==> config.mk <==
export PLATFORM = sky130hd
export DESIGN_NAME = ovp_emit
export DESIGN_NICKNAME = d
export VERILOG_FILES = /design/src/assert_macros.svh /design/src/ovp_pkg.sv /design/src/ovp_emit.sv
export SDC_FILE = /design/constraint.sdc
export NUM_CORES = 1
export LEC_CHECK = 0
export ABC_AREA = 1
export BUFFER_PORTS_ARGS = -buffer_cell sky130_fd_sc_hd__buf_2
export CORE_AREA = 3 3 340 342
export DETAILED_ROUTE_END_ITERATION = 8
export DIE_AREA = 0 0 343 345
export PLACE_DENSITY_LB_ADDON = 0.08
export SLEW_MARGIN = 10
export SYNTH_ARGS = -nofsm -noshare
export SYNTH_HDL_FRONTEND = slang
export SYNTH_SLANG_ARGS = --single-unit
==> constraint.sdc <==
create_clock -name i_clk -period 18.1 [get_ports i_clk]
set_input_delay 0.905 -clock i_clk [delete_from_list [all_inputs] [get_ports i_clk]]
set_output_delay 0.905 -clock i_clk [all_outputs]
set_load 0.02 [all_outputs]
==> src/assert_macros.svh <==
// Assertion macros used by the top-level RTL file of the overlap partition block.
`ifndef ASSERT_MACROS_SVH
`define ASSERT_MACROS_SVH

// The antecedent implies the consequent in the same cycle.
`define OVP_ASSERT_IMP(lbl, clk, rst_n, ante, cons, msg) \
    lbl: assert property (@(posedge clk) disable iff (!(rst_n)) (ante) |-> (cons)) \
        else $error(msg);

// The antecedent implies the consequent in the next cycle.
`define OVP_ASSERT_NXT(lbl, clk, rst_n, ante, cons, msg) \
    lbl: assert property (@(posedge clk) disable iff (!(rst_n)) (ante) |=> (cons)) \
        else $error(msg);

`endif

==> src/ovp_pkg.sv <==
// Package with the types and constants of the overlap partition block.
package ovp_pkg;

    localparam int ID_W  = 31;
    localparam int CRD_W = 24;
    localparam int CFG_IDX_W = 2;

    typedef enum logic [CFG_IDX_W-1:0] {
        CFG_WIN_START = 2'd0,
        CFG_WIN_END   = 2'd1,
        CFG_BATCH     = 2'd2
    } t_cfg_idx;

    typedef struct packed {
        logic [ID_W-1:0]  query_id;
        logic [CRD_W-1:0] query_length;
        logic [CRD_W-1:0] query_offset;
        logic [CRD_W-1:0] query_end;
        logic [CRD_W-1:0] query_extension;
        logic             query_strand;
        logic [ID_W-1:0]  subject_id;
        logic [CRD_W-1:0] subject_length;
        logic [CRD_W-1:0] subject_offset;
        logic [CRD_W-1:0] subject_end;
        logic [CRD_W-1:0] subject_extension;
        logic             subject_strand;
    } t_in_req;

    typedef struct packed {
        logic [ID_W-1:0]    partition_index;
        logic               last_copy;
        logic [ID_W-1:0]    out_query_id;
        logic [ID_W-1:0]    out_subject_id;
        logic [2*CRD_W-1:0] out_lengths;
        logic [CRD_W-1:0]   out_query_offset;
        logic [CRD_W-1:0]   out_query_end;
        logic [CRD_W-1:0]   out_query_extension;
        logic               out_query_strand;
        logic [CRD_W-1:0]   out_subject_offset;
        logic [CRD_W-1:0]   out_subject_end;
        logic [CRD_W-1:0]   out_subject_extension;
    } t_out_req;

    typedef struct packed {
        logic [ID_W-1:0]  qid;
        logic [ID_W-1:0]  sid;
        logic [CRD_W-1:0] qlen;
        logic [CRD_W-1:0] slen;
        logic [CRD_W-1:0] qoff;
        logic [CRD_W-1:0] qend;
        logic [CRD_W-1:0] qext;
        logic             qstr;
        logic [CRD_W-1:0] soff;
        logic [CRD_W-1:0] send;
        logic [CRD_W-1:0] sext;
    } t_copy;

    typedef struct packed {
        t_copy copy_a;
        t_copy copy_b;
        logic  q_in;
        logic  s_in;
    } t_mid;

endpackage

==> src/ovp_emit.sv <==
// Output stage: holds one record and sends its one or two copies in order.
module ovp_emit (
    input  logic                       i_clk,
    input  logic                       i_rst_n,
    input  logic                       i_valid,
    input  ovp_pkg::t_mid              i_mid,
    input  logic [ovp_pkg::ID_W-1:0]   i_pq,
    input  logic [ovp_pkg::ID_W-1:0]   i_ps,
    input  logic                       i_stall,
    output logic                       o_ready,
    output logic                       o_valid,
    output ovp_pkg::t_out_req          o_req
);

    logic                       r_pa;
    logic                       r_pb;
    ovp_pkg::t_copy             r_ca;
    ovp_pkg::t_copy             r_cb;
    logic [ovp_pkg::ID_W-1:0]   r_pq;
    logic [ovp_pkg::ID_W-1:0]   r_ps;
    logic                       take;
    logic                       load;
    ovp_pkg::t_copy             cur;

    assign take    = o_valid && !i_stall;
    assign o_ready = !(r_pa || r_pb) || (take && (r_pa ^ r_pb));
    assign load    = i_valid && o_ready;
    assign o_valid = r_pa || r_pb;

    always_ff @(posedge i_clk) begin
        if (!i_rst_n) begin
            r_pa <= 1'b0;
            r_pb <= 1'b0;
        end else if (load) begin
            r_pa <= i_mid.q_in;
            r_pb <= i_mid.s_in;
        end else if (take) begin
            if (r_pa) begin
                r_pa <= 1'b0;
            end else begin
                r_pb <= 1'b0;
            end
        end
    end

    always_ff @(posedge i_clk) begin
        if (load) begin
            r_ca <= i_mid.copy_a;
            r_cb <= i_mid.copy_b;
            r_pq <= i_pq;
            r_ps <= i_ps;
        end
    end

    always_comb begin
        cur = r_pa ? r_ca : r_cb;
        o_req.partition_index       = r_pa ? r_pq : r_ps;
        o_req.last_copy             = !(r_pa && r_pb);
        o_req.out_query_id          = cur.qid;
        o_req.out_subject_id        = cur.sid;
        o_req.out_lengths           = {cur.qlen, cur.slen};
        o_req.out_query_offset      = cur.qoff;
        o_req.out_query_end         = cur.qend;
        o_req.out_query_extension   = cur.qext;
        o_req.out_query_strand      = cur.qstr;
        o_req.out_subject_offset    = cur.soff;
        o_req.out_subject_end       = cur.send;
        o_req.out_subject_extension = cur.sext;
    end

endmodule

=== Word level (Yosys, flattened, before mapping) ===
Index checks and enable logic that the tools add are counted.

* Reduce and logical (&&, ||, !) cells: 11
* Equal/unequal tests: 1
* Bitwise gates (word level): 1
* Muxes and demuxes: 7

{| class="wikitable"
|+ Operators by type and width
! kind !! number
|-
| $mux W255 || 1
|-
| $mux W31 || 1
|-
| $mux W1 || 5
|-
| $logic_and A1 B1 Y1 || 4
|-
| $logic_not A1 Y1 || 3
|-
| $logic_or A1 B1 Y1 || 2
|-
| $ne A2 B1 Y1 const B || 1
|-
| $reduce_and A2 Y1 || 1
|-
| $reduce_bool A2 Y1 || 1
|-
| $xor A1 B1 Y1 || 1
|}

* Word-level logic and storage cells: 46
* Register bits after elaboration: 574

=== Longest topological paths before layout ===
Gate-level depths: netlist of run 1.

* Depth after elaboration: 7
* Gate-level depth with buffers: 11

=== Least setup slack after synthesis of run 1 ===
OpenSTA, ideal clock, no wires.

* Path type: flip-flop to flip-flop
* From: register r_pa
* To: register r_ca[0] (netlist bit), enable pin
* Stages on the path, launching flop included: 9
* Setup slack: 4.817 ns
* Data arrival time: 12.364 ns
* Required time: 17.181 ns
* Clock period less this slack: 13.283 ns
* Library setup time: 0.919 ns
* Cell sequence: dfxtp_1 > buf_6 > inv_4 > buf_2 > ha_1 > inv_1 > nand2_1 > nand2_1 > inv_1

* Cells in the longest elaborated chain, start to end: 5
* Elaborated cells between the ends (all ways): 7
* Those cells by class: bitwise (1); reduce/logical (6)

{| class="wikitable"
|+ RTL lines
! element !! RTL line !! source
|-
| from (decl) || ovp_emit.sv:15 || <nowiki>logic r_pa;</nowiki>
|-
| from (signal assigned) || ovp_emit.sv:35 || <nowiki>r_pa <= i_mid.q_in;</nowiki>
|-
| $logic_or A1 B1 Y1 (*) || ovp_emit.sv:28 || <nowiki>assign o_valid = r_pa || r_pb;</nowiki>
|-
| named net o_valid || ovp_emit.sv:11 || <nowiki>output logic o_valid,</nowiki>
|-
| $logic_and A1 B1 Y1 || ovp_emit.sv:25 || <nowiki>assign take = o_valid && !i_stall;</nowiki>
|-
| $logic_and A1 B1 Y1 || ovp_emit.sv:26 || <nowiki>assign o_ready = !(r_pa || r_pb) || (take && (r_pa ^ r_pb));</nowiki>
|-
| $logic_or A1 B1 Y1 (*) || ovp_emit.sv:26 ||
|-
| named net o_ready || ovp_emit.sv:10 || <nowiki>output logic o_ready,</nowiki>
|-
| $logic_and A1 B1 Y1 (*) || ovp_emit.sv:27 || <nowiki>assign load = i_valid && o_ready;</nowiki>
|-
| named net load || ovp_emit.sv:22 || <nowiki>logic load;</nowiki>
|-
| to (signal assigned) || ovp_emit.sv:48 || <nowiki>r_ca <= i_mid.copy_a;</nowiki>
|-
| to (decl) || ovp_emit.sv:17 || <nowiki>ovp_pkg::t_copy r_ca;</nowiki>
|}

The timed path passes the listed nets; every way through them passes the cells marked *.
A chain may end at the register's enable or synchronous reset.

=== Worst setup path in the final report of run 1 ===
* From: register r_pa
* To: register r_cb[230] (netlist bit), enable pin

* Cells in the longest elaborated chain, start to end: 5
* Elaborated cells between the ends (all ways): 7
* Those cells by class: bitwise (1); reduce/logical (6)

{| class="wikitable"
|+ RTL lines
! element !! RTL line !! source
|-
| $logic_or A1 B1 Y1 || ovp_emit.sv:26, ovp_emit.sv:28 ||
|-
| $logic_and A1 B1 Y1 || ovp_emit.sv:25 ||
|-
| $logic_and A1 B1 Y1 || ovp_emit.sv:26 ||
|-
| $logic_or A1 B1 Y1 (*) || ovp_emit.sv:26 ||
|-
| $logic_and A1 B1 Y1 (*) || ovp_emit.sv:27 ||
|-
| named net load || ovp_emit.sv:22 ||
|-
| to (signal assigned) || ovp_emit.sv:49 || <nowiki>r_cb <= i_mid.copy_b;</nowiki>
|-
| to (decl) || ovp_emit.sv:18 || <nowiki>ovp_pkg::t_copy r_cb;</nowiki>
|}

Marks and branches as above.

==> results.py, run 1 <==
metrics = {
    "finish": {
        "multi_input_area_sq_um": 3300,
        "fin_nets": 2988,
        "num-fill-cells": 12000,
        "mostFrequentLayoutCell": "nand2_1",
        "seq_area_sq_um": 17200,
        "stdcell_count": 3993,
        "drive_gt1_share_pct": 39.6,
        "area_growth_pct": 39.5,
        "layout_common_cells": "868 x nand2_1, 866 x buf_2, 572 x edfxtp_1",
    },
    "place": {
        "hpwl_um": 56800,
        "io_buffers": 866,
        "finalWeightedCongestion": 0.778,
        "dp_slack_ns": 12.65,
        "placed_cells": 3830,
    },
    "route": {
        "wl_per_cell_um": 19.7,
        "antenna_left": 0,
        "avgViaCountPerCell": 3.66,
        "first_iter_violations": 606,
        "wirelength_um": 78700,
        "route.vias.total": 14600,
        "drtPass1Iterations": 5,
        "drc": 0,
    },
    "synthesis": {
        "ys_warn_count": 0,
        "yosysUniqueCellTypes": 12,
        "synth.cell_area_sq_um": 21000,
        "synth-seq-cells": 574,
        "avgSynthCellArea_sq_um": 13.8,
        "yosys.area.top_type": "edfxtp_1",
        "yosys-top-cells-area": "edfxtp_1 82%, nand2_1 16%, buf_6 0.70%",
        "synth_top_area_share_pct": 81.8,
        "ys_seq_area_share_pct": 82.0,
        "syn-num-nets": 2098,
        "syn_inst": 1518,
    },
    "clock_tree": {
        "root_buffer": "clkbuf_16",
        "cts_resized": 0,
        "numCtsBuffers": 76,
        "h-tree-depth": 3,
        "cts_tree": "yes",
        "post_cts_buffers": 0,
        "worstSkewPairLatency_ns": 0.63,
        "cts-hold-fix-buffers": 0,
        "clk_pin_slew_ns": 0.06,
        "clock_sinks": 574,
        "cts_buffer_depth": 3,
    },
    "critical_path": {
        "endpoint": "r_cb[230]",
        "endpoint_kind": "flip-flop",
        "r2r-start": "r_pa",
        "worst-path-stages": 8,
        "crit_arrival_ns": 5.54,
        "cpMaxStageDelayCell": "dfxtp_4",
        "cp_data_required_time_ns": 18.31,
        "reg2reg_slack_ns": 12.77,
        "crit_buf_inv": 4,
        "crit_top_cell": "nand2_1",
        "reg2reg_depth": 8,
        "crit_family": "buffers and inverters",
        "cp-start-kind": "flip-flop",
        "crit_chain": "clkinv_8 > ha_1 > nand2_1 > nand2_1 > nand2_1 > inv_8 > buf_4 > buf_12",
        "startpoint": "r_pa",
        "criticalPathCategory": "reg -> reg",
        "r2r_end": "r_cb[230]",
        "critPathMaxFanout": 156,
        "slowest_delay_ns": 0.92,
    },
    "floorplan": {
        "dieArea_sq_um": 118000,
        "die_h_um": 345,
        "num_io_pins": 867,
        "core-area_sq_um": 113000,
        "rows": 123,
        "start_util_pct": 18.6,
        "die_x_um": 343,
    },
    "pwr": {
        "finalPower_mw": 3.47,
        "powerDensity_nw_per_um2": 119,
        "power_leakage_nw": 12.7,
        "max-vdd-ir-drop_mv": 0.0700,
    },
    "global_route": {
        "grtUsageTotal_pct": 12.7,
        "antenna_found_initial": 72,
        "overflow": 0,
        "grt_max_degree": 162,
        "first_global_vias": 15300,
        "grt_first_pass_wirelength_um": 108000,
    },
    "timing": {
        "slew_headroom_pct": 28.3,
        "finalCritPeriodShare_pct": 29.4,
        "timing_hold_violations_final": 0,
        "fin_crit_ns": 5.33,
        "rsz0062_at_grt": "no",
        "fmax_mhz": 188,
        "holdWs_ns": 0.445,
        "tightestPinTransition_ns": 1.08,
        "finalSetupTns_ns": 0,
        "setup_ws_ns": 12.77,
        "skew_ns": 0.0311,
        "setup_viol": 0,
        "final-max-slew-violation-count": 0,
    },
    "outcome": {
        "status": "complete, no violations",
    },
    "min_path": {
        "holdCritPathClass": "in -> reg",
    },
    "run": {
        "maxCapViolations": 0,
    },
}
## worst min-delay path by stage
stage,from,end,slack (ns),depth (start not counted)
floorplan,r_pb,r_pb,0.45,2
global route,i_mid[29],r_cb[27],0.39,1
global placement,r_pb,r_pb,0.47,2
detailed placement,r_pb,r_pb,0.47,2
CTS,i_mid[25],r_cb[23],0.37,1
finish,i_mid[25],r_cb[23],0.45,1
## cells in the mapped netlist (all sizes together)
cell / count
dfxtp: 2
inv: 8
clkbuf: 4
nand2: 868
buf: 59
a21oi: 2
edfxtp: 572
o21a: 1
ha: 2
## registers in the layout (all words and copies together), names as in the netlist
name and cells:
r_ca 255, r_pb 1, r_pq 31, r_ps 31
r_cb 255, r_pa 1
## cells by family (layout without fill, tap and decap cells)
group,Yosys count,after routing,share of synthesized area (%)
and+or+nand+nor,868,868,15.5
DFF,574,574,82.0
buffers and inverters,71,1014,2.24
AOI/OAI and AO/OA,3,3,0.0835
adders and majority gates,2,2,0.119
other,0,32,0
## area by class of cell
| type | instances | area share, % |
|---|---|---|
| tap | 1500 | 6.41 |
| timing repair buffer | 875 | 15.2 |
| clock buffer | 95 | 6.88 |
| multi-input combinational | 873 | 11.3 |
| antenna | 32 | 0.273 |
| inverter | 8 | 0.171 |
| clock inverter | 36 | 1.03 |
| sequential | 574 | 58.8 |
## stage by stage
stage / utilization (%) / cell area (sq um)
2_1_floorplan: - / 21000
3_3_place_gp: 23.9 / 26900
3_5_place_dp: 23.9 / 26900
4_1_cts: 25.9 / 29200
5_1_grt: 26.0 / 29200
6_report: 26.0 / 29300
## power breakdown
group / switching (mW) / total (mW) / internal, mW
clock: 0.584 / 1.43 / 0.843
combinational: 0.293 / 0.421 / 0.128
sequential: 0.0298 / 1.62 / 1.59
total: 0.907 / 3.47 / 2.56
## layer usage
metal	share of wire (%)	vias up	track usage, %
met1	34	6743	12.6
met5	0.55	-	0
met2	49	646	22.1
met3	13	185	7.21
li1	-	6980	-
met4	3.3	68	4.70
Note: power is estimated with default switching activity, not from simulation.
==> inputs of run 2 (changes only) <==
==> constraint.sdc (replaced) <==
create_clock -name i_clk -period 5.3 [get_ports i_clk]
set_input_delay 0.265 -clock i_clk [delete_from_list [all_inputs] [get_ports i_clk]]
set_output_delay 0.265 -clock i_clk [all_outputs]
set_load 0.02 [all_outputs]
==> run 2 against run 1 <==
  * Worst hold slack lost 0.096 ns
  * Via count grew 14%
  * Sequential share of layout area shrank 9.7 points
  * Clock power grew to 3.4 times the previous value
  * Non-clock buffer count grew 581
  * Sequential cell count is the same
  * Clock skew shrank 0.012 ns
  * Cell area grew 20%
  * Global-route usage grew 0.72 points
  * Core utilization grew 5.1 points
  * Clock-buffer cell count shrank 2
==> results.py, run 2 (synthesis results as in run 1) <==
metrics = {
    "critical_path": {
        "cp-start-kind": "flip-flop",
        "critPathMaxFanout": 98,
        "cpMaxStageDelayCell": "dlygate4sd3_1",
        "reg2reg_slack_ns": 2.03,
        "cp_data_required_time_ns": 5.79,
        "criticalPathCategory": "reg -> reg",
        "slowest_delay_ns": 0.55,
        "crit_arrival_ns": 3.76,
        "crit_chain": "inv_8 > ha_4 > nand2_4 > nand2_4 > nand2_4 > clkinvlp_4 > buf_4 > nand2_1 > a21oi_1 > dlygate4sd3_1",
        "crit_buf_inv": 4,
        "crit_top_cell": "nand2_4",
        "endpoint_kind": "flip-flop",
        "crit_family": "buffers and inverters",
    },
    "clock_tree": {
        "post_cts_buffers": 0,
        "worstSkewPairLatency_ns": 0.62,
        "cts_resized": 0,
        "clk_pin_slew_ns": 0.05,
        "clock_sinks": 574,
        "cts_tree": "yes",
        "numCtsBuffers": 74,
        "cts_buffer_depth": 3,
        "root_buffer": "clkbuf_16",
        "h-tree-depth": 3,
    },
    "route": {
        "avgViaCountPerCell": 3.66,
        "drtPass1Iterations": 5,
        "wl_per_cell_um": 18.1,
        "first_iter_violations": 763,
        "route.vias.total": 16700,
        "wirelength_um": 82700,
        "antenna_left": 0,
        "drc": 0,
    },
    "place": {
        "placed_cells": 3835,
        "finalWeightedCongestion": 0.813,
        "io_buffers": 866,
        "hpwl_um": 58000,
        "dp_slack_ns": 2.18,
    },
    "timing": {
        "setup_viol": 0,
        "rsz0062_at_grt": "no",
        "fmax_mhz": 306,
        "setup_ws_ns": 2.03,
        "slew_headroom_pct": 36.5,
        "skew_ns": 0.0195,
        "tightestPinTransition_ns": 0.953,
        "finalCritPeriodShare_pct": 61.7,
        "fin_crit_ns": 3.27,
        "final-max-slew-violation-count": 0,
        "timing_hold_violations_final": 0,
    },
    "finish": {
        "post-route-util_pct": 31.1,
        "fin_nets": 3567,
        "num-fill-cells": 11700,
        "area_growth_pct": 67.1,
        "drive_gt1_share_pct": 32.5,
        "seq_area_sq_um": 17200,
        "top_regs": "r_ca x255, r_cb x255",
        "layout_common_cells": "866 x buf_2, 865 x nand2_1, 576 x dlygate4sd3_1",
        "multi_input_area_sq_um": 3340,
        "mostFrequentLayoutCell": "buf_2",
        "stdcell_count": 4559,
    },
    "floorplan": {
        "core-area_sq_um": 113000,
        "die_h_um": 345,
        "die_x_um": 343,
        "num_io_pins": 867,
        "rows": 123,
        "dieArea_sq_um": 118000,
        "start_util_pct": 18.6,
    },
    "run": {
        "maxCapViolations": 0,
    },
    "global_route": {
        "first_global_vias": 18100,
        "antenna_found_initial": 16,
        "grt_max_degree": 154,
        "overflow": 0,
        "grt_first_pass_wirelength_um": 118000,
        "grtUsageTotal_pct": 13.4,
    },
    "pwr": {
        "powerDensity_nw_per_um2": 348,
        "max-vdd-ir-drop_mv": 0.230,
        "power_leakage_nw": 15.1,
        "finalPower_mw": 12.2,
    },
    "outcome": {
        "status": "complete, no violations",
    },
    "min_path": {
        "holdCritPathClass": "in -> reg",
    },
}
-- run 2: cell types whose count changed in the layout (fill, tap and decap cells not counted), sizes merged --
cell         change
dlygate4sd3    +576
diode           -20
buf              +5
clkinv           +4
clkinvlp         +4
clkbuf           -2
bufinv           -1
-- run 2: stage by stage --
stage,TNS (ns),area (sq um),hold slack (ns)
finish,0,35100,0.349
floorplan,-2739.79,21000,0.364
CTS,0,35000,0.263
detailed placement,0,27000,0.443
global route,0,35100,0.305
global placement,0,27000,0.441
-- run 2: layer usage --
layer / share of wire [%] / vias up / global-route usage [%]
met2: 52 / 595 / 24.4
met3: 7.8 / 152 / 4.39
li1: - / 8115 / -
met5: 0.091 / - / 0
met1: 37 / 7820 / 14.3
met4: 3.6 / 12 / 5.39
-- run 2: area by class of cell --
| type | instances | share of cell area [%] |
|---|---|---|
| Clock buffer | 93 | 5.66 |
| Inverter | 8 | 0.125 |
| Clock inverter | 43 | 0.928 |
| Multi-Input combinational cell | 873 | 9.51 |
| Sequential cell | 574 | 49.1 |
| Antenna cell | 12 | 0.0856 |
| Tap cell | 1500 | 5.35 |
| Timing Repair Buffer | 1456 | 29.2 |
-- run 2: path summary, 6_finish.rpt --
| check | startpoint | end | cells after the start |
|---|---|---|---|
| hold / removal | i_mid[364] | r_ca[107] | 2 |
| hold reg to reg | r_pb | r_pb | 3 |
| setup reg to reg | r_pa | r_pa | 10 |
| setup / recovery | r_pa | r_pa | 10 |
-- run 2: power breakdown --
group | switching [mW] | internal [mW]
combinational | 1.11 | 0.724
sequential | 0.0885 | 5.43
clock | 2.02 | 2.82
-- run 2: timing repair --
item                       4_1_cts  5_1_grt
setup endpoints to repair        0        0
hold endpoints to repair       574        0
hold buffers                   576        0
==> inputs of run 3 (changes only) <==
==> constraint.sdc (replaced) <==
create_clock -name i_clk -period 3.1 [get_ports i_clk]
set_input_delay 0.155 -clock i_clk [delete_from_list [all_inputs] [get_ports i_clk]]
set_output_delay 0.155 -clock i_clk [all_outputs]
set_load 0.02 [all_outputs]
==> run 3 against run 2 <==
  * Combinational power increased by 73%
  * Total power increased by 73%
  * Die area unchanged
  * Highest routed layer unchanged
  * Critical path type unchanged
  * First-iteration DRC count rose by 3.4%
  * Largest power group unchanged
  * Critical path depth grew 1
  * Critical endpoint unchanged
  * Cell area up 0.55%
==> results.py, run 3 (synthesis results as in run 1) <==
metrics = {
    "global_route": {
        "grtUsageTotal_pct": 13.5,
        "grt_first_pass_wirelength_um": 118000,
        "overflow": 0,
        "first_global_vias": 18200,
        "grt_max_degree": 163,
        "antenna_found_initial": 18,
    },
    "clock_tree": {
        "numCtsBuffers": 74,
        "cts_tree": "yes",
        "clk_pin_slew_ns": 0.06,
        "clock_sinks": 574,
        "worstSkewPairLatency_ns": 0.61,
        "h-tree-depth": 3,
        "root_buffer": "clkbuf_16",
        "cts_buffer_depth": 3,
        "cts_resized": 0,
        "cts-hold-fix-buffers": 576,
        "post_cts_buffers": 0,
    },
    "timing": {
        "fmax_mhz": 384,
        "setup_ws_ns": 0.498,
        "holdWs_ns": 0.246,
        "final-max-slew-violation-count": 0,
        "finalSetupTns_ns": 0,
        "slew_headroom_pct": 18.3,
        "skew_ns": 0.0151,
        "finalCritPeriodShare_pct": 83.9,
        "timing_hold_violations_final": 0,
        "rsz0062_at_grt": "no",
        "fin_crit_ns": 2.60,
        "setup_viol": 0,
        "tightestPinTransition_ns": 1.22,
    },
    "pwr": {
        "power_leakage_nw": 15.2,
        "powerDensity_nw_per_um2": 597,
        "max-vdd-ir-drop_mv": 0.389,
        "finalPower_mw": 21.1,
    },
    "route": {
        "drc": 0,
        "wirelength_um": 82700,
        "avgViaCountPerCell": 3.67,
        "drtPass1Iterations": 7,
        "wl_per_cell_um": 18.1,
        "antenna_left": 0,
        "first_iter_violations": 789,
        "route.vias.total": 16700,
    },
    "place": {
        "finalWeightedCongestion": 0.775,
        "io_buffers": 866,
        "dp_slack_ns": 0.924,
        "hpwl_um": 58400,
    },
    "critical_path": {
        "cp-start-kind": "flip-flop",
        "criticalPathCategory": "reg -> reg",
        "critPathMaxFanout": 45,
        "endpoint_kind": "flip-flop",
        "crit_arrival_ns": 3.14,
        "cp_data_required_time_ns": 3.64,
    },
    "finish": {
        "layout_common_cells": "866 x buf_2, 865 x nand2_1, 576 x dlygate4sd3_1",
        "post-route-util_pct": 31.3,
        "fin_nets": 3574,
        "top_regs": "r_ca x255, r_cb x255",
        "mostFrequentLayoutCell": "buf_2",
        "drive_gt1_share_pct": 32.9,
        "area_growth_pct": 68.0,
    },
    "outcome": {
        "status": "complete, no violations",
    },
    "floorplan": {
        "start_util_pct": 18.6,
        "dieArea_sq_um": 118000,
        "rows": 123,
        "num_io_pins": 867,
        "die_x_um": 343,
        "die_h_um": 345,
        "core-area_sq_um": 113000,
    },
    "min_path": {
        "holdCritPathClass": "in -> reg",
    },
    "run": {
        "maxCapViolations": 0,
    },
}
run 3: cell types whose count changed in the layout (fill, tap and decap cells not counted), sizes merged:
cell	previous run	this run
buf	880	887
clkbuf	93	86
bufinv	3	8
inv	11	9
run 3: where the power goes:
part,switching [mW],internal (mW)
combinational,1.91,1.28
sequential,0.157,9.28
clock,3.38,5.04
total,5.45,15.6
run 3: area by class of cell:
type / instances / area, sq um
diodes: 12 / 30.0
flip-flops and latches: 574 / 17200
well taps: 1500 / 1880
multi-input cells: 873 / 3340
repair buffers: 1463 / 10400
inverters: 8 / 43.8
clock buffers: 86 / 1900
fillers: 11700 / 77400
clock inverters: 46 / 443
run 3: critical path: stages, from the launching register on:
cell           delay (ns)
dfxtp_4              0.40
inv_8                0.05
ha_4                 0.27
nand2_4              0.04
nand2_4              0.07
nand2_4              0.06
clkinvlp_4           0.14
buf_12               0.26
buf_4                0.42
nand2_1              0.12
a21oi_1              0.13
dlygate4sd3_1        0.55
run 3: per-stage QoR:
stage / cell area (sq um) / std cells
floorplan: 21000 / 1518
global placement: 27100 / 3842
detailed placement: 27100 / 3842
CTS: 35200 / 4550
global route: 35300 / 4561
finish: 35300 / 4562
run 3: final timing paths:
check	from	end	slack [ns]	cells after the start
worst min register to register	r_pb	r_pb	1.05	3
worst min-delay path	i_mid[356]	r_ca[99]	0.25	2
worst max register to register	r_pa	r_pa	0.50	11
worst max-delay path	r_pa	r_pa	0.50	11
run 3: routing by layer:
metal	part of all wire (%)	vias to the layer above	global-route usage (%)	routed length, um
li1	-	8118	-	-
met1	37	7863	14.3	30500
met2	52	600	24.5	42800
met3	8.0	140	4.41	6580
met4	3.3	10	5.20	2710
met5	0.082	-	0	68
