File: src/assert_macros.svh
// Assertion macros used by the top-level RTL file of the overlap partition block.
`ifndef ASSERT_MACROS_SVH
`define ASSERT_MACROS_SVH

// The antecedent implies the consequent in the same cycle.
`define OVP_ASSERT_IMP(lbl, clk, rst_n, ante, cons, msg) \
    lbl: assert property (@(posedge clk) disable iff (!(rst_n)) (ante) |-> (cons)) \
        else $error(msg);

// The antecedent implies the consequent in the next cycle.
`define OVP_ASSERT_NXT(lbl, clk, rst_n, ante, cons, msg) \
    lbl: assert property (@(posedge clk) disable iff (!(rst_n)) (ante) |=> (cons)) \
        else $error(msg);

`endif

File: src/ovp_pkg.sv
// Package with the types and constants of the overlap partition block.
package ovp_pkg;

    localparam int ID_W  = 31;
    localparam int CRD_W = 24;
    localparam int CFG_IDX_W = 2;

    typedef enum logic [CFG_IDX_W-1:0] {
        CFG_WIN_START = 2'd0,
        CFG_WIN_END   = 2'd1,
        CFG_BATCH     = 2'd2
    } t_cfg_idx;

    typedef struct packed {
        logic [ID_W-1:0]  query_id;
        logic [CRD_W-1:0] query_length;
        logic [CRD_W-1:0] query_offset;
        logic [CRD_W-1:0] query_end;
        logic [CRD_W-1:0] query_extension;
        logic             query_strand;
        logic [ID_W-1:0]  subject_id;
        logic [CRD_W-1:0] subject_length;
        logic [CRD_W-1:0] subject_offset;
        logic [CRD_W-1:0] subject_end;
        logic [CRD_W-1:0] subject_extension;
        logic             subject_strand;
    } t_in_req;

    typedef struct packed {
        logic [ID_W-1:0]    partition_index;
        logic               last_copy;
        logic [ID_W-1:0]    out_query_id;
        logic [ID_W-1:0]    out_subject_id;
        logic [2*CRD_W-1:0] out_lengths;
        logic [CRD_W-1:0]   out_query_offset;
        logic [CRD_W-1:0]   out_query_end;
        logic [CRD_W-1:0]   out_query_extension;
        logic               out_query_strand;
        logic [CRD_W-1:0]   out_subject_offset;
        logic [CRD_W-1:0]   out_subject_end;
        logic [CRD_W-1:0]   out_subject_extension;
    } t_out_req;

    typedef struct packed {
        logic [ID_W-1:0]  qid;
        logic [ID_W-1:0]  sid;
        logic [CRD_W-1:0] qlen;
        logic [CRD_W-1:0] slen;
        logic [CRD_W-1:0] qoff;
        logic [CRD_W-1:0] qend;
        logic [CRD_W-1:0] qext;
        logic             qstr;
        logic [CRD_W-1:0] soff;
        logic [CRD_W-1:0] send;
        logic [CRD_W-1:0] sext;
    } t_copy;

    typedef struct packed {
        t_copy copy_a;
        t_copy copy_b;
        logic  q_in;
        logic  s_in;
    } t_mid;

endpackage

File: src/ovp_front.sv
// Front stage: window test, offset from window start and coordinate mirroring.
module ovp_front (
    input  logic                       i_clk,
    input  logic                       i_rst_n,
    input  logic                       i_en,
    input  logic                       i_valid,
    input  ovp_pkg::t_in_req           i_req,
    input  logic [ovp_pkg::ID_W-1:0]   i_win_start,
    input  logic [ovp_pkg::ID_W-1:0]   i_win_end,
    output logic                       o_valid,
    output ovp_pkg::t_mid              o_mid,
    output logic [ovp_pkg::ID_W-1:0]   o_dq,
    output logic [ovp_pkg::ID_W-1:0]   o_ds
);

    logic                       r_valid;
    ovp_pkg::t_mid              r_mid;
    logic [ovp_pkg::ID_W-1:0]   r_dq;
    logic [ovp_pkg::ID_W-1:0]   r_ds;
    ovp_pkg::t_mid              n_mid;
    logic                       q_in;
    logic                       s_in;
    logic [ovp_pkg::CRD_W-1:0]  q_off;
    logic [ovp_pkg::CRD_W-1:0]  q_end;
    logic [ovp_pkg::CRD_W-1:0]  q_ext;
    logic [ovp_pkg::CRD_W-1:0]  s_off;
    logic [ovp_pkg::CRD_W-1:0]  s_end;
    logic [ovp_pkg::CRD_W-1:0]  s_ext;
    logic [ovp_pkg::CRD_W-1:0]  mq_off;
    logic [ovp_pkg::CRD_W-1:0]  mq_end;
    logic [ovp_pkg::CRD_W-1:0]  mq_ext;
    logic [ovp_pkg::CRD_W-1:0]  ms_off;
    logic [ovp_pkg::CRD_W-1:0]  ms_end;
    logic [ovp_pkg::CRD_W-1:0]  ms_ext;
    logic                       rel_str;

    always_comb begin
        q_off = i_req.query_offset;
        q_end = i_req.query_end;
        q_ext = i_req.query_extension;
        s_off = i_req.subject_offset;
        s_end = i_req.subject_end;
        s_ext = i_req.subject_extension;
        mq_off = i_req.query_length - q_end;
        mq_end = i_req.query_length - q_off;
        mq_ext = i_req.query_length - ovp_pkg::CRD_W'(1) - q_ext;
        ms_off = i_req.subject_length - s_end;
        ms_end = i_req.subject_length - s_off;
        ms_ext = i_req.subject_length - ovp_pkg::CRD_W'(1) - s_ext;
        rel_str = i_req.query_strand ^ i_req.subject_strand;
        q_in = (i_req.query_id >= i_win_start) && (i_req.query_id < i_win_end);
        s_in = (i_req.subject_id >= i_win_start) && (i_req.subject_id < i_win_end);

        n_mid.q_in = q_in;
        n_mid.s_in = s_in;

        n_mid.copy_a.qid  = i_req.subject_id;
        n_mid.copy_a.sid  = i_req.query_id;
        n_mid.copy_a.qlen = i_req.subject_length;
        n_mid.copy_a.slen = i_req.query_length;
        n_mid.copy_a.qstr = rel_str;
        n_mid.copy_a.qoff = i_req.query_strand ? ms_off : s_off;
        n_mid.copy_a.qend = i_req.query_strand ? ms_end : s_end;
        n_mid.copy_a.qext = i_req.query_strand ? ms_ext : s_ext;
        n_mid.copy_a.soff = i_req.query_strand ? mq_off : q_off;
        n_mid.copy_a.send = i_req.query_strand ? mq_end : q_end;
        n_mid.copy_a.sext = i_req.query_strand ? mq_ext : q_ext;

        n_mid.copy_b.qid  = i_req.query_id;
        n_mid.copy_b.sid  = i_req.subject_id;
        n_mid.copy_b.qlen = i_req.query_length;
        n_mid.copy_b.slen = i_req.subject_length;
        n_mid.copy_b.qstr = rel_str;
        n_mid.copy_b.qoff = i_req.subject_strand ? mq_off : q_off;
        n_mid.copy_b.qend = i_req.subject_strand ? mq_end : q_end;
        n_mid.copy_b.qext = i_req.subject_strand ? mq_ext : q_ext;
        n_mid.copy_b.soff = i_req.subject_strand ? ms_off : s_off;
        n_mid.copy_b.send = i_req.subject_strand ? ms_end : s_end;
        n_mid.copy_b.sext = i_req.subject_strand ? ms_ext : s_ext;
    end

    always_ff @(posedge i_clk) begin
        if (!i_rst_n) begin
            r_valid <= 1'b0;
        end else if (i_en) begin
            r_valid <= i_valid && (q_in || s_in);
        end
    end

    always_ff @(posedge i_clk) begin
        if (i_en) begin
            r_mid <= n_mid;
            r_dq  <= i_req.query_id - i_win_start;
            r_ds  <= i_req.subject_id - i_win_start;
        end
    end

    assign o_valid = r_valid;
    assign o_mid   = r_mid;
    assign o_dq    = r_dq;
    assign o_ds    = r_ds;

endmodule

File: config.mk
export PLATFORM = sky130hd
export DESIGN_NAME = ovp_front
export DESIGN_NICKNAME = d
export VERILOG_FILES = /design/src/assert_macros.svh /design/src/ovp_pkg.sv /design/src/ovp_front.sv
export SDC_FILE = /design/constraint.sdc
export NUM_CORES = 1
export LEC_CHECK = 0
export ABC_AREA = 1
export ABC_CLOCK_PERIOD_IN_PS = 2710
export BUFFER_PORTS_ARGS = -buffer_cell sky130_fd_sc_hd__clkbuf_2
export CAP_MARGIN = 20
export CELL_PAD_IN_SITES_DETAIL_PLACEMENT = 0
export CELL_PAD_IN_SITES_GLOBAL_PLACEMENT = 2
export CORE_AREA = 2 2 346 348
export CTS_CLUSTER_SIZE = 40
export DETAILED_ROUTE_END_ITERATION = 8
export DIE_AREA = 0 0 348 350
export PLACE_DENSITY = 0.84
export SLEW_MARGIN = 20
export SYNTH_ARGS = -nofsm -noshare
export SYNTH_HDL_FRONTEND = slang
export SYNTH_SLANG_ARGS = --single-unit
File: constraint.sdc
create_clock -name i_clk -period 2.71 [get_ports i_clk]
set_input_delay 0.1355 -clock i_clk [delete_from_list [all_inputs] [get_ports i_clk]]
set_output_delay 0.1355 -clock i_clk [all_outputs]
set_load 0.02 [all_outputs]
# Word-level counts from Yosys, hierarchy flattened
# Cells that the tools add are included.
# W data, S select, Z words.
# totals
output_inout_bits,575
word_cells,53
ff_bits,464
input_bits,322
# classes
bitwise,1
reduce_logical,4
n_lt_le_gt_ge,4
add_sub_neg,10
n_mux,12
# ops
op,count
$mux W24,12
$sub A24 B24 Y24,6
$ge A31 B31 Y1,2
$lt A31 B31 Y1,2
$sub A31 B31 Y31,2
$sub A24 B1 Y24 const B,2
$logic_and A1 B1 Y1,3
$logic_or A1 B1 Y1,1
$xor A1 B1 Y1,1

# Logic depth before layout (Yosys ltp)
# Gate-level depths: netlist (run 1).
# logic_depth
depth_word,4
mapped_depth,15
depth_no_buf,15

# Worst setup path before layout (run 1)
# OpenSTA, ideal clock, no wires.
# synth_timing
path_type,input -> register
startpoint,input i_req[129] (netlist bit)
endpoint,register r_mid (netlist bit o_mid[271]) (data pin)
n_path_buf,0
setup_time_ns,0.253
required_time_ns,2.457
path_stages,15
path_slack_ns,0.780
t_arrival_ns,1.677
path_cell_list,inv_1 -> ha_1 -> inv_1 -> fa_1 -> inv_1 -> nand3_1 -> nand2_2 -> a21boi_4 -> inv_2 -> nand2_1 -> nand2_1 -> a21oi_2 -> nand2b_1 -> nand3_1 -> nand2_1
# synth_rtl
element,line,source
from (decl),ovp_front.sv:7,"input ovp_pkg::t_in_req i_req,"
to (signal assigned),ovp_front.sv:92,r_mid <= n_mid;
to (decl),ovp_front.sv:17,ovp_pkg::t_mid r_mid;

# Worst setup path in the final report (run 1)
# layout_timing
startpoint,input i_req[111] (netlist bit)
endpoint,register r_valid (netlist: o_valid)
# layout_between
elab_chain_len,4
word_cells_on_any_way,5
cone_classes,2 x order compare; 3 x reduce/logical
# layout_lines
element,line,source
$ge A31 B31 Y1 / $lt A31 B31 Y1 (equally long branches),ovp_front.sv:52,s_in = (i_req.subject_id >= i_win_start) && (i_req.subject_id < i_win_end);
$logic_and A1 B1 Y1 (*),ovp_front.sv:52,
$logic_or A1 B1 Y1 (*),ovp_front.sv:86,r_valid <= i_valid && (q_in || s_in);
$logic_and A1 B1 Y1 (*),ovp_front.sv:86,
to (signal assigned),ovp_front.sv:86,
to (decl),ovp_front.sv:16,logic r_valid;
# Every way passes the cells marked *; elsewhere a longest branch is shown, timed or not.
# A chain may end at the register's enable or synchronous reset.

==> flow_metrics.py, run 1 <==
metrics = {
    "routing": {
        "drc_errors": 0,
        "route.vias.total": 31900,
        "wl_per_cell_um": 23.8,
        "met2_wirelength_mm": 77.3,
        "routed_wl_mm": 157,
        "dr.first_iter.drc_count": 2599,
        "ant_nets": 0,
        "maxUsedRoutingLayer": "met5",
        "drt-met1-wl_mm": 64.2,
        "viasPerCell": 4.86,
        "wl_met3_mm": 10.1,
        "firstDrtPassIters": 6,
    },
    "grt": {
        "grt_max_degree": 85,
        "grt_pass1_vias": 31200,
        "grt_usage": 0.246,
        "antenna_found_initial": 16,
        "gr-total-overflow": 0,
        "grt_pass1_wl_mm": 218,
    },
    "critical_path": {
        "r2r_slack_ps": 1570,
        "cp.arrival_ps": 3210,
        "crit_slowest_cell": "dlygate4sd3_1",
        "path_cells": "dlygate4sd3_1, clkbuf_2, ha_1, nand2_1, nor2_2, nand2_1, nor3b_1, buf_4, nand2_1, nand3_1, nand2_1, nand2_1, nand2_1, a21oi_1, dlygate4sd3_1",
        "slowest_delay_ps": 560,
        "r2r_cells": 3,
        "cp.required_ps": 3320,
        "cp_max_fo": 4,
        "cp_common_cell": "nand2_1",
        "end_kind": "flip-flop",
        "startpoint_type": "input port",
        "critPathKind": "in -> reg",
    },
    "sta": {
        "finalSetupViolCount": 0,
        "max-slew-margin-rel": 0.367,
        "setup_ws_ps": 116,
        "min_period_over_period": 0.957,
        "fin_crit_ps": 2590,
        "rsz0062_at_grt": "no",
        "finClkSkew_ps": 0,
        "final-hold-violation-count": 0,
        "tightest_slew_ps": 950,
        "report.final.slew_viol_count": 0,
        "max_freq_mhz": 385,
    },
    "clocking": {
        "cts_tree": "yes",
        "clockRootBuffer": "clkbuf_16",
        "htree_levels": 2,
        "cts_made_buffers": 57,
        "clk-insertion-delay-late_ps": 670,
        "cts.sinks": 464,
        "clk_path_buf_depth": 3,
        "cts.clk_slew.worst_paths_ps": 60,
    },
    "synthesis": {
        "yosysSeqAreaShare": 0.431,
        "syn_nets": 4444,
        "postSynthAreaPerCell_um2": 8.39,
        "synth_seq_cells": 464,
        "synth.distinct_cells": 53,
        "synth_cells": 3854,
        "synth_area_mm2": 0.0323,
        "yosys_warnings": 0,
    },
    "die": {
        "die_width_um": 348,
        "start_util": 0.274,
        "coreArea_mm2": 0.118,
        "dieArea_mm2": 0.122,
        "die_h_um": 350,
        "pin_count": 897,
        "rows": 126,
    },
    "job": {
        "drv_cap": 0,
    },
    "power_and_ir_drop": {
        "finalPower_mw": 25.1,
        "p_per_area_mw_per_mm2": 584,
        "ir_worst_vdd_v": 0.000545,
        "leakagePower_nw": 20.2,
    },
    "run_status": {
        "status": "complete, no violations",
    },
    "final_layout": {
        "mostFrequentLayoutCells": "clkbuf_2, nand2_1, inv_1",
        "nFillCells": 12300,
        "syn_to_final_growth_pct": 32.9,
        "drive_gt1_frac": 0.234,
        "regArea_mm2": 0.0139,
        "multi_input_area_mm2": 0.0154,
        "mostFrequentLayoutCell": "clkbuf_2",
        "final_nets": 5577,
    },
    "hold_path": {
        "min_path_cells": 3,
        "hp-class": "in -> reg",
    },
    "placement": {
        "post-place-ws_ps": 96.7,
        "gp_congestion": 0.965,
        "port_buffers": 896,
        "dpl.hpwl_mm": 131,
    },
}
[stage by stage]
stage	instance area [µm²]	cells	util	setup TNS, ps	hold WS, ps
2_1_floorplan	32300	3854	-	0	234
3_3_place_gp	38500	6209	0.327	-15.5	332
3_5_place_dp	38500	6209	0.327	0	337
4_1_cts	42900	6568	0.364	0	7.83
5_1_grt	43000	6571	0.365	0	19.6
6_report	43000	6575	0.365	0	34.3
[layout make-up]
| class | count | share of cell area |
|---|---|---|
| inverter | 531 | 0.0465 |
| clock inverter | 35 | 0.00868 |
| sequential | 464 | 0.324 |
| clock buffer | 70 | 0.0343 |
| timing repair buffer | 1247 | 0.184 |
| tap | 1536 | 0.0447 |
| antenna | 6 | 0.000349 |
| multi-input combinational | 2686 | 0.357 |
[cells by family (layout without fill, tap and decap cells)]
family	count (synthesis)	after routing	synth area share
adder cells (fa/ha/maj)	268	268	0.106
buffers and inverters	704	1883	0.0952
flip-flops	464	464	0.431
AND/OR/NAND/NOR	1581	1581	0.211
XOR/XNOR	107	107	0.0290
other	0	6	0
AO/OA/AOI/OAI	730	730	0.128
[path summary, 6_finish.rpt]
kind	endpoint	startpoint
max	o_valid	i_req[111]
min	o_mid[345]	i_req[16]
max reg2reg	o_valid	o_valid
min reg2reg	o_valid	o_valid
[worst max-delay path, delay by kind of cell]
kind                     cells  cell delay, ps
AO/OA/AOI/OAI                1             120
buffers and inverters        4            1440
adder cells (fa/ha/maj)      1             390
AND/OR/NAND/NOR              9            1120
[cell usage after synthesis, drive strengths merged]
cell type | n | area share
o2111ai | 4 | 0.0011
o21bai | 28 | 0.0066
inv | 531 | 0.062
buf | 126 | 0.028
and3 | 2 | 0.00039
nand2 | 864 | 0.10
a21boi | 23 | 0.0078
a211oi | 4 | 0.00093
and2 | 2 | 0.00046
o21a | 12 | 0.0028
a31oi | 6 | 0.0012
o22ai | 1 | 0.00019
or2 | 19 | 0.0037
nand2b | 5 | 0.0010
xnor2 | 40 | 0.011
nand3 | 276 | 0.044
nor4 | 13 | 0.0033
ha | 260 | 0.10
a21o | 10 | 0.0023
xor2 | 67 | 0.018
a21oi | 239 | 0.040
o221ai | 4 | 0.0011
o211ai | 9 | 0.0021
nor3b | 2 | 0.00046
nand4 | 72 | 0.014
a31o | 2 | 0.00054
fa | 8 | 0.0050
nand3b | 17 | 0.0039
edfxtp | 463 | 0.43
nor3 | 41 | 0.0073
clkbuf | 47 | 0.0055
o21ai | 387 | 0.062
nor2 | 268 | 0.032
dfxtp | 1 | 0.00062
a211o | 1 | 0.00027
[metal layers]
layer | track usage | up-vias
met5 | 0 | -
met4 | 0.0723 | 14
met3 | 0.0465 | 193
met2 | 0.437 | 1175
met1 | 0.302 | 15300
li1 | - | 15300
[repair_timing]
item                                    in CTS  in global routing
hold buffers                               254                  1
buffers inserted                             0                  0
gates resized for setup                      0                  3
hold endpoints to repair                   402                  1
endpoints found under the setup margin       0                  1
[power breakdown]
part | total (mW) | switching (mW) | internal, mW
logic | 7.97 | 5.44 | 2.53
registers | 9.40 | 0.439 | 8.96
clock network | 7.73 | 3.43 | 4.30
[flip-flops by register name, summed over array words and instances (netlist names)]
signal	cells
o_valid	1
o_ds	31
o_mid	401
o_dq	31
(Power assumes the default switching activity.)
==> inputs of run 2 (changes only) <==
- ABC_AREA: 1 -> default
- CORE_AREA: 2 2 346 348 -> 2 2 349 351
- DIE_AREA: 0 0 348 350 -> 0 0 351 353
- PLACE_DENSITY: 0.84 -> 0.76
==> run 2 against run 1 <==
Against the previous run: synthesized area is 6.6% lower; non-clock buffer count is 307 higher; sequential power about the same; clock power up 8.7%; combinational power increased by 2%; global-route usage fell by 3.3 points; sequential share of layout area is 0.46 points lower; critical path depth decreased by 2; cell count shrank 8.4%; register-to-register slack gained 520 ps; clock skew unchanged; routed wire length decreased by 12%.
==> flow_metrics.py, run 2 <==
metrics = {
    "run_status": {
        "status": "complete, no violations",
    },
    "grt": {
        "grt_usage": 0.214,
        "grt_pass1_vias": 28100,
        "gr-total-overflow": 0,
        "antenna_found_initial": 31,
        "grt_max_degree": 132,
        "grt_pass1_wl_mm": 191,
    },
    "synthesis": {
        "ys_top_cells_by_count": "edfxtp_1, inv_1, ha_1",
        "synth_area_mm2": 0.0302,
        "synth-edff-count": 463,
        "yosysTopAreaCellShare": 0.461,
        "synth_seq_cells": 464,
        "ys.flop_type": "edfxtp_1",
        "postSynthAreaPerCell_um2": 10.4,
        "yosys-top-cells-area": "edfxtp_1, ha_1, o21ai_0",
        "yosys_warnings": 0,
        "syn_nets": 3504,
        "synth.distinct_cells": 87,
        "ys_async_sr_fraction": 0,
        "synth_cells": 2914,
        "yosysMostFrequentCell": "edfxtp_1",
        "yosysSeqAreaShare": 0.461,
        "yosys.area.top_type": "edfxtp_1",
    },
    "critical_path": {
        "cp_top_family": "compound AO/OA/AOI/OAI gates",
        "end_kind": "flip-flop",
        "path_cells": "dlygate4sd3_1, clkbuf_2, ha_1, a21o_1, a21oi_1, a21boi_2, nor2_1, a211oi_1, buf_4, or2_2, a2111o_1, o311ai_1, buf_4",
        "worst-path-buf-inv": 4,
        "cp_max_fo": 3,
        "r2r-end": "o_valid",
        "worstReg2RegStart": "o_valid",
        "crit_slowest_cell": "dlygate4sd3_1",
        "startpoint": "i_req[228]",
        "cp.required_ps": 3270,
        "r2r_cells": 2,
        "r2r_slack_ps": 2090,
        "cp_common_cell": "buf_4",
        "critPathKind": "in -> reg",
        "slowest_delay_ps": 530,
        "cp.arrival_ps": 3250,
        "cp-endpoint": "o_dq[25]",
        "startpoint_type": "input port",
        "worstSetupPathDepth": 13,
    },
    "routing": {
        "routed_wl_mm": 138,
        "drc_errors": 0,
        "firstDrtPassIters": 5,
        "maxUsedRoutingLayer": "met5",
        "met2_wirelength_mm": 71.2,
        "wl_met3_mm": 9.36,
        "ant_nets": 0,
        "dr.first_iter.drc_count": 1263,
        "route.vias.total": 27900,
        "wl_per_cell_um": 22.8,
        "drt-met1-wl_mm": 52.6,
        "viasPerCell": 4.64,
    },
    "placement": {
        "dp.cells": 5626,
        "dpl.hpwl_mm": 113,
        "port_buffers": 896,
        "post-place-ws_ps": -622,
        "place_area_mm2": 0.0385,
        "gp_congestion": 0.936,
    },
    "die": {
        "coreArea_mm2": 0.121,
        "die_width_um": 351,
        "die_h_um": 353,
        "dieArea_mm2": 0.124,
        "pin_count": 897,
        "start_util": 0.250,
        "rows": 128,
    },
    "final_layout": {
        "syn_to_final_growth_pct": 44.4,
        "final_nets": 4932,
        "mostFrequentLayoutCell": "clkbuf_2",
        "mostFrequentLayoutCells": "clkbuf_2, edfxtp_1, buf_4",
        "drive_gt1_frac": 0.346,
        "fin_area_mm2": 0.0436,
        "fin_cells": 6024,
        "largest_reg_flops": 401,
    },
    "clocking": {
        "cts.sinks": 464,
        "cts.clk_slew.worst_paths_ps": 60,
        "cts_tree": "yes",
        "clk_path_buf_depth": 3,
        "cts_made_buffers": 60,
        "clockRootBuffer": "clkbuf_16",
        "htree_levels": 2,
        "clk-insertion-delay-late_ps": 680,
    },
    "sta": {
        "rsz0062_at_grt": "yes",
        "finClkSkew_ps": 0,
        "final-hold-violation-count": 0,
        "max_freq_mhz": 371,
        "min_period_over_period": 0.995,
        "max-slew-margin-rel": 0.529,
        "fin_hold_ws_ps": 57.7,
        "finalSetupViolCount": 0,
        "report.final.slew_viol_count": 0,
        "fin_crit_ps": 2700,
        "tightest_slew_ps": 699,
        "setup_ws_ps": 13.0,
    },
    "hold_path": {
        "hp-class": "in -> reg",
        "min-delay-start": "i_win_start[0]",
    },
    "power_and_ir_drop": {
        "finalPower_mw": 25.9,
        "ir_worst_vdd_v": 0.000580,
        "leakagePower_nw": 20.0,
        "p_per_area_mw_per_mm2": 595,
    },
    "job": {
        "drv_cap": 0,
    },
}
[run 2: per-layer routing]
metal,global-route usage,vias up
met1,0.237,13400
met3,0.0535,197
met4,0.0594,42
met2,0.399,865
li1,-,13400
met5,0,-
[run 2: worst min path at each step]
| stage | to | depth (start not counted) |
|---|---|---|
| final | o_dq[0] | 3 |
| after global routing | o_mid[27] | 4 |
| after CTS | o_mid[27] | 4 |
| after detailed placement | o_mid[240] | 1 |
| after global placement | o_mid[240] | 1 |
| after floorplan | o_mid[147] | 0 |
[run 2: final cells by class]
cell class / instances / area (µm²)
fillers: 12300 / 77000
multi-input cells: 1999 / 14300
flip-flops and latches: 464 / 13900
repair buffers: 1554 / 10300
well taps: 1625 / 2030
clock buffers: 65 / 1520
inverters: 263 / 987
clock inverters: 49 / 524
diodes: 5 / 12.5
[run 2: cells by family (layout without fill, tap and decap cells)]
group | after synthesis | in the layout | synth area share
buffers and inverters | 451 | 1931 | 0.0711
xor gates and xnor gates | 157 | 157 | 0.0456
and+or+nand+nor | 658 | 658 | 0.103
other | 0 | 5 | 0
AOI/OAI and AO/OA | 815 | 815 | 0.169
DFF | 464 | 464 | 0.461
muxes | 101 | 101 | 0.0367
adders and majority gates | 268 | 268 | 0.113
[run 2: where the power goes]
part / internal (mW) / leakage (nW) / switching (mW)
Sequential: 9.00 / 4.53 / 0.391
Combinational: 3.18 / 14.5 / 4.96
Clock: 4.78 / 0.977 / 3.62
Total: 17.0 / 20.0 / 8.97
[run 2: what timing repair did]
| item | in CTS | in global routing |
|---|---|---|
| setup endpoints to repair | 0 | 80 |
| hold buffers | 275 | 2 |
| buffers inserted | 0 | 3 |
| endpoints found under the hold margin | 437 | 2 |
| gates resized for setup | 0 | 48 |
[run 2: through the flow]
stage	utilization	setup TNS [ps]
detailed placement	0.320	-28660
CTS	0.359	0
floorplan	-	0
global route	0.361	-5.30
global placement	0.320	-26890
finish	0.361	0
[run 2: worst min-delay path: cells and delay by family]
family     cells  cell delay [ps]
fa+ha+maj      1              250
buf+inv        2              180
==> inputs of run 3 (changes only) <==
- CORE_AREA: 2 2 349 351 -> 2 2 350 352
- DIE_AREA: 0 0 351 353 -> 0 0 352 354
- PLACE_DENSITY: 0.76 -> 0.75
- SKIP_CTS_REPAIR_TIMING: default -> 1
==> run 3 against run 2 <==
Against the previous run: the run now ends with hold timing left; final area down 0.71%; setup slack better by 70 ps; global-route usage down 0.48 points; utilization down 0.35 points; sequential cell count unchanged; highest routed layer unchanged.
==> flow_metrics.py, run 3 (synthesized netlist as in run 2, its figures left out) <==
metrics = {
    "critical_path": {
        "path_cells": "clkbuf_2, dlygate4sd3_1, buf_4, ha_1, o21ai_0, nor2_1, o41a_1, a21o_1, a211oi_2, buf_4, o21ai_0, xor2_1, mux2_2",
        "slowest_delay_ps": 560,
        "end_kind": "flip-flop",
        "cp.arrival_ps": 3060,
        "startpoint_type": "input port",
        "startpoint": "i_req[76]",
        "r2r_slack_ps": 2150,
        "worst-path-buf-inv": 4,
        "crit_slowest_cell": "dlygate4sd3_1",
        "cp-endpoint": "o_mid[21]",
        "cp_max_fo": 4,
        "cp_top_family": "compound AO/OA/AOI/OAI gates",
        "r2r_cells": 2,
        "critPathKind": "in -> reg",
        "cp.required_ps": 3140,
        "worstSetupPathDepth": 13,
        "worstReg2RegStart": "o_valid",
        "r2r-end": "o_valid",
    },
    "sta": {
        "report.final.slew_viol_count": 0,
        "rsz0062_at_grt": "no",
        "max-slew-margin-rel": 0.470,
        "fin_hold_ws_ps": -13.0,
        "tightest_slew_ps": 795,
        "fin_crit_ps": 2630,
        "max_freq_mhz": 381,
        "finalSetupViolCount": 0,
        "finClkSkew_ps": 0,
        "final-hold-violation-count": 2,
        "min_period_over_period": 0.969,
        "setup_ws_ps": 83.3,
    },
    "final_layout": {
        "multi_input_area_mm2": 0.0141,
        "drive_gt1_frac": 0.336,
        "nFillCells": 12400,
        "mostFrequentLayoutCells": "clkbuf_2, edfxtp_1, buf_4",
        "syn_to_final_growth_pct": 43.4,
        "regArea_mm2": 0.0139,
        "mostFrequentLayoutCell": "clkbuf_2",
        "largest_reg_flops": 401,
        "fin_cells": 6022,
        "fin_util": 0.358,
        "final_nets": 4921,
    },
    "die": {
        "rows": 128,
        "die_h_um": 354,
        "pin_count": 897,
        "coreArea_mm2": 0.121,
        "die_width_um": 352,
        "start_util": 0.250,
        "dieArea_mm2": 0.125,
    },
    "run_status": {
        "status": "finished, violations left",
        "violations": "hold timing",
    },
    "clocking": {
        "clk-insertion-delay-late_ps": 680,
        "htree_levels": 2,
        "cts_tree": "yes",
        "clockRootBuffer": "clkbuf_16",
        "cts.clk_slew.worst_paths_ps": 60,
        "cts.sinks": 464,
        "clk_path_buf_depth": 3,
        "cts_made_buffers": 60,
    },
    "routing": {
        "wl_per_cell_um": 22.8,
        "routed_wl_mm": 137,
        "viasPerCell": 4.65,
        "ant_nets": 0,
        "route.vias.total": 28000,
        "firstDrtPassIters": 5,
        "dr.first_iter.drc_count": 1508,
        "drc_errors": 0,
    },
    "grt": {
        "grt_pass1_wl_mm": 188,
        "grt_max_degree": 116,
        "grt_pass1_vias": 26800,
        "antenna_found_initial": 34,
        "gr-total-overflow": 0,
        "grt_usage": 0.209,
    },
    "placement": {
        "dp.cells": 5620,
        "port_buffers": 896,
        "post-place-ws_ps": -823,
        "gp_congestion": 0.947,
        "dpl.hpwl_mm": 113,
    },
    "hold_path": {
        "hp-class": "in -> reg",
    },
    "job": {
        "drv_cap": 0,
    },
    "power_and_ir_drop": {
        "ir_worst_vdd_v": 0.000482,
        "p_per_area_mw_per_mm2": 594,
        "leakagePower_nw": 19.9,
        "finalPower_mw": 25.7,
    },
}
==> run 3: changes by cell type in the layout (fill, tap and decap cells not counted), moves of 4 or more <==
cell / change
a21oi_1: +4
buf_4: -9
o31ai_1: +5
o21ai_0: +7
diode_2: +13
o21ai_1: -4
a21oi_2: -4
==> run 3: routing by layer <==
layer | share of wire | global-route usage
met1 | 0.38 | 0.227
met2 | 0.50 | 0.371
met3 | 0.074 | 0.0712
met4 | 0.047 | 0.0839
met5 | 0.0016 | 0
==> run 3: where the power goes <==
group	switching, mW	leakage, nW	total, mW	internal (mW)
Sequential	0.412	4.53	9.42	9.01
Clock	3.59	0.944	8.25	4.66
Combinational	4.90	14.4	8.05	3.16
Total	8.90	19.9	25.7	16.8
==> run 3: how the worst min path moves through the flow <==
stage                from         end  depth (start not counted)
2_1_floorplan   i_req[73]  o_mid[147]                          0
4_1_cts         i_req[73]  o_mid[147]                          1
5_1_grt        i_req[228]     o_dq[3]                          3
3_5_place_dp    i_req[73]  o_mid[147]                          1
3_3_place_gp    i_req[73]  o_mid[147]                          1
6_report        i_req[59]  o_mid[388]                          4
==> run 3: worst min-delay path, cell delays in order <==
cell and delay, ps:
clkbuf_2 80, inv_1 80, buf_4 110, o21ai_0 80
==> run 3: final cells by class <==
class	instances	area share
diodes	18	0.00104
clock buffers	67	0.0353
clock inverters	43	0.0104
inverters	263	0.0228
multi-input cells	1999	0.326
flip-flops and latches	464	0.322
well taps	1625	0.0470
repair buffers	1543	0.236
==> run 3: through the flow <==
| step | TNS [ps] | instance area [µm²] | hold WS, ps |
|---|---|---|---|
| after global routing | 0 | 43300 | 0.545 |
| after global placement | -32000 | 38500 | 355 |
| final | 0 | 43300 | -13.0 |
| after CTS | -470 | 40500 | -401 |
| after floorplan | 0 | 30200 | 234 |
| after detailed placement | -33430 | 38500 | 357 |
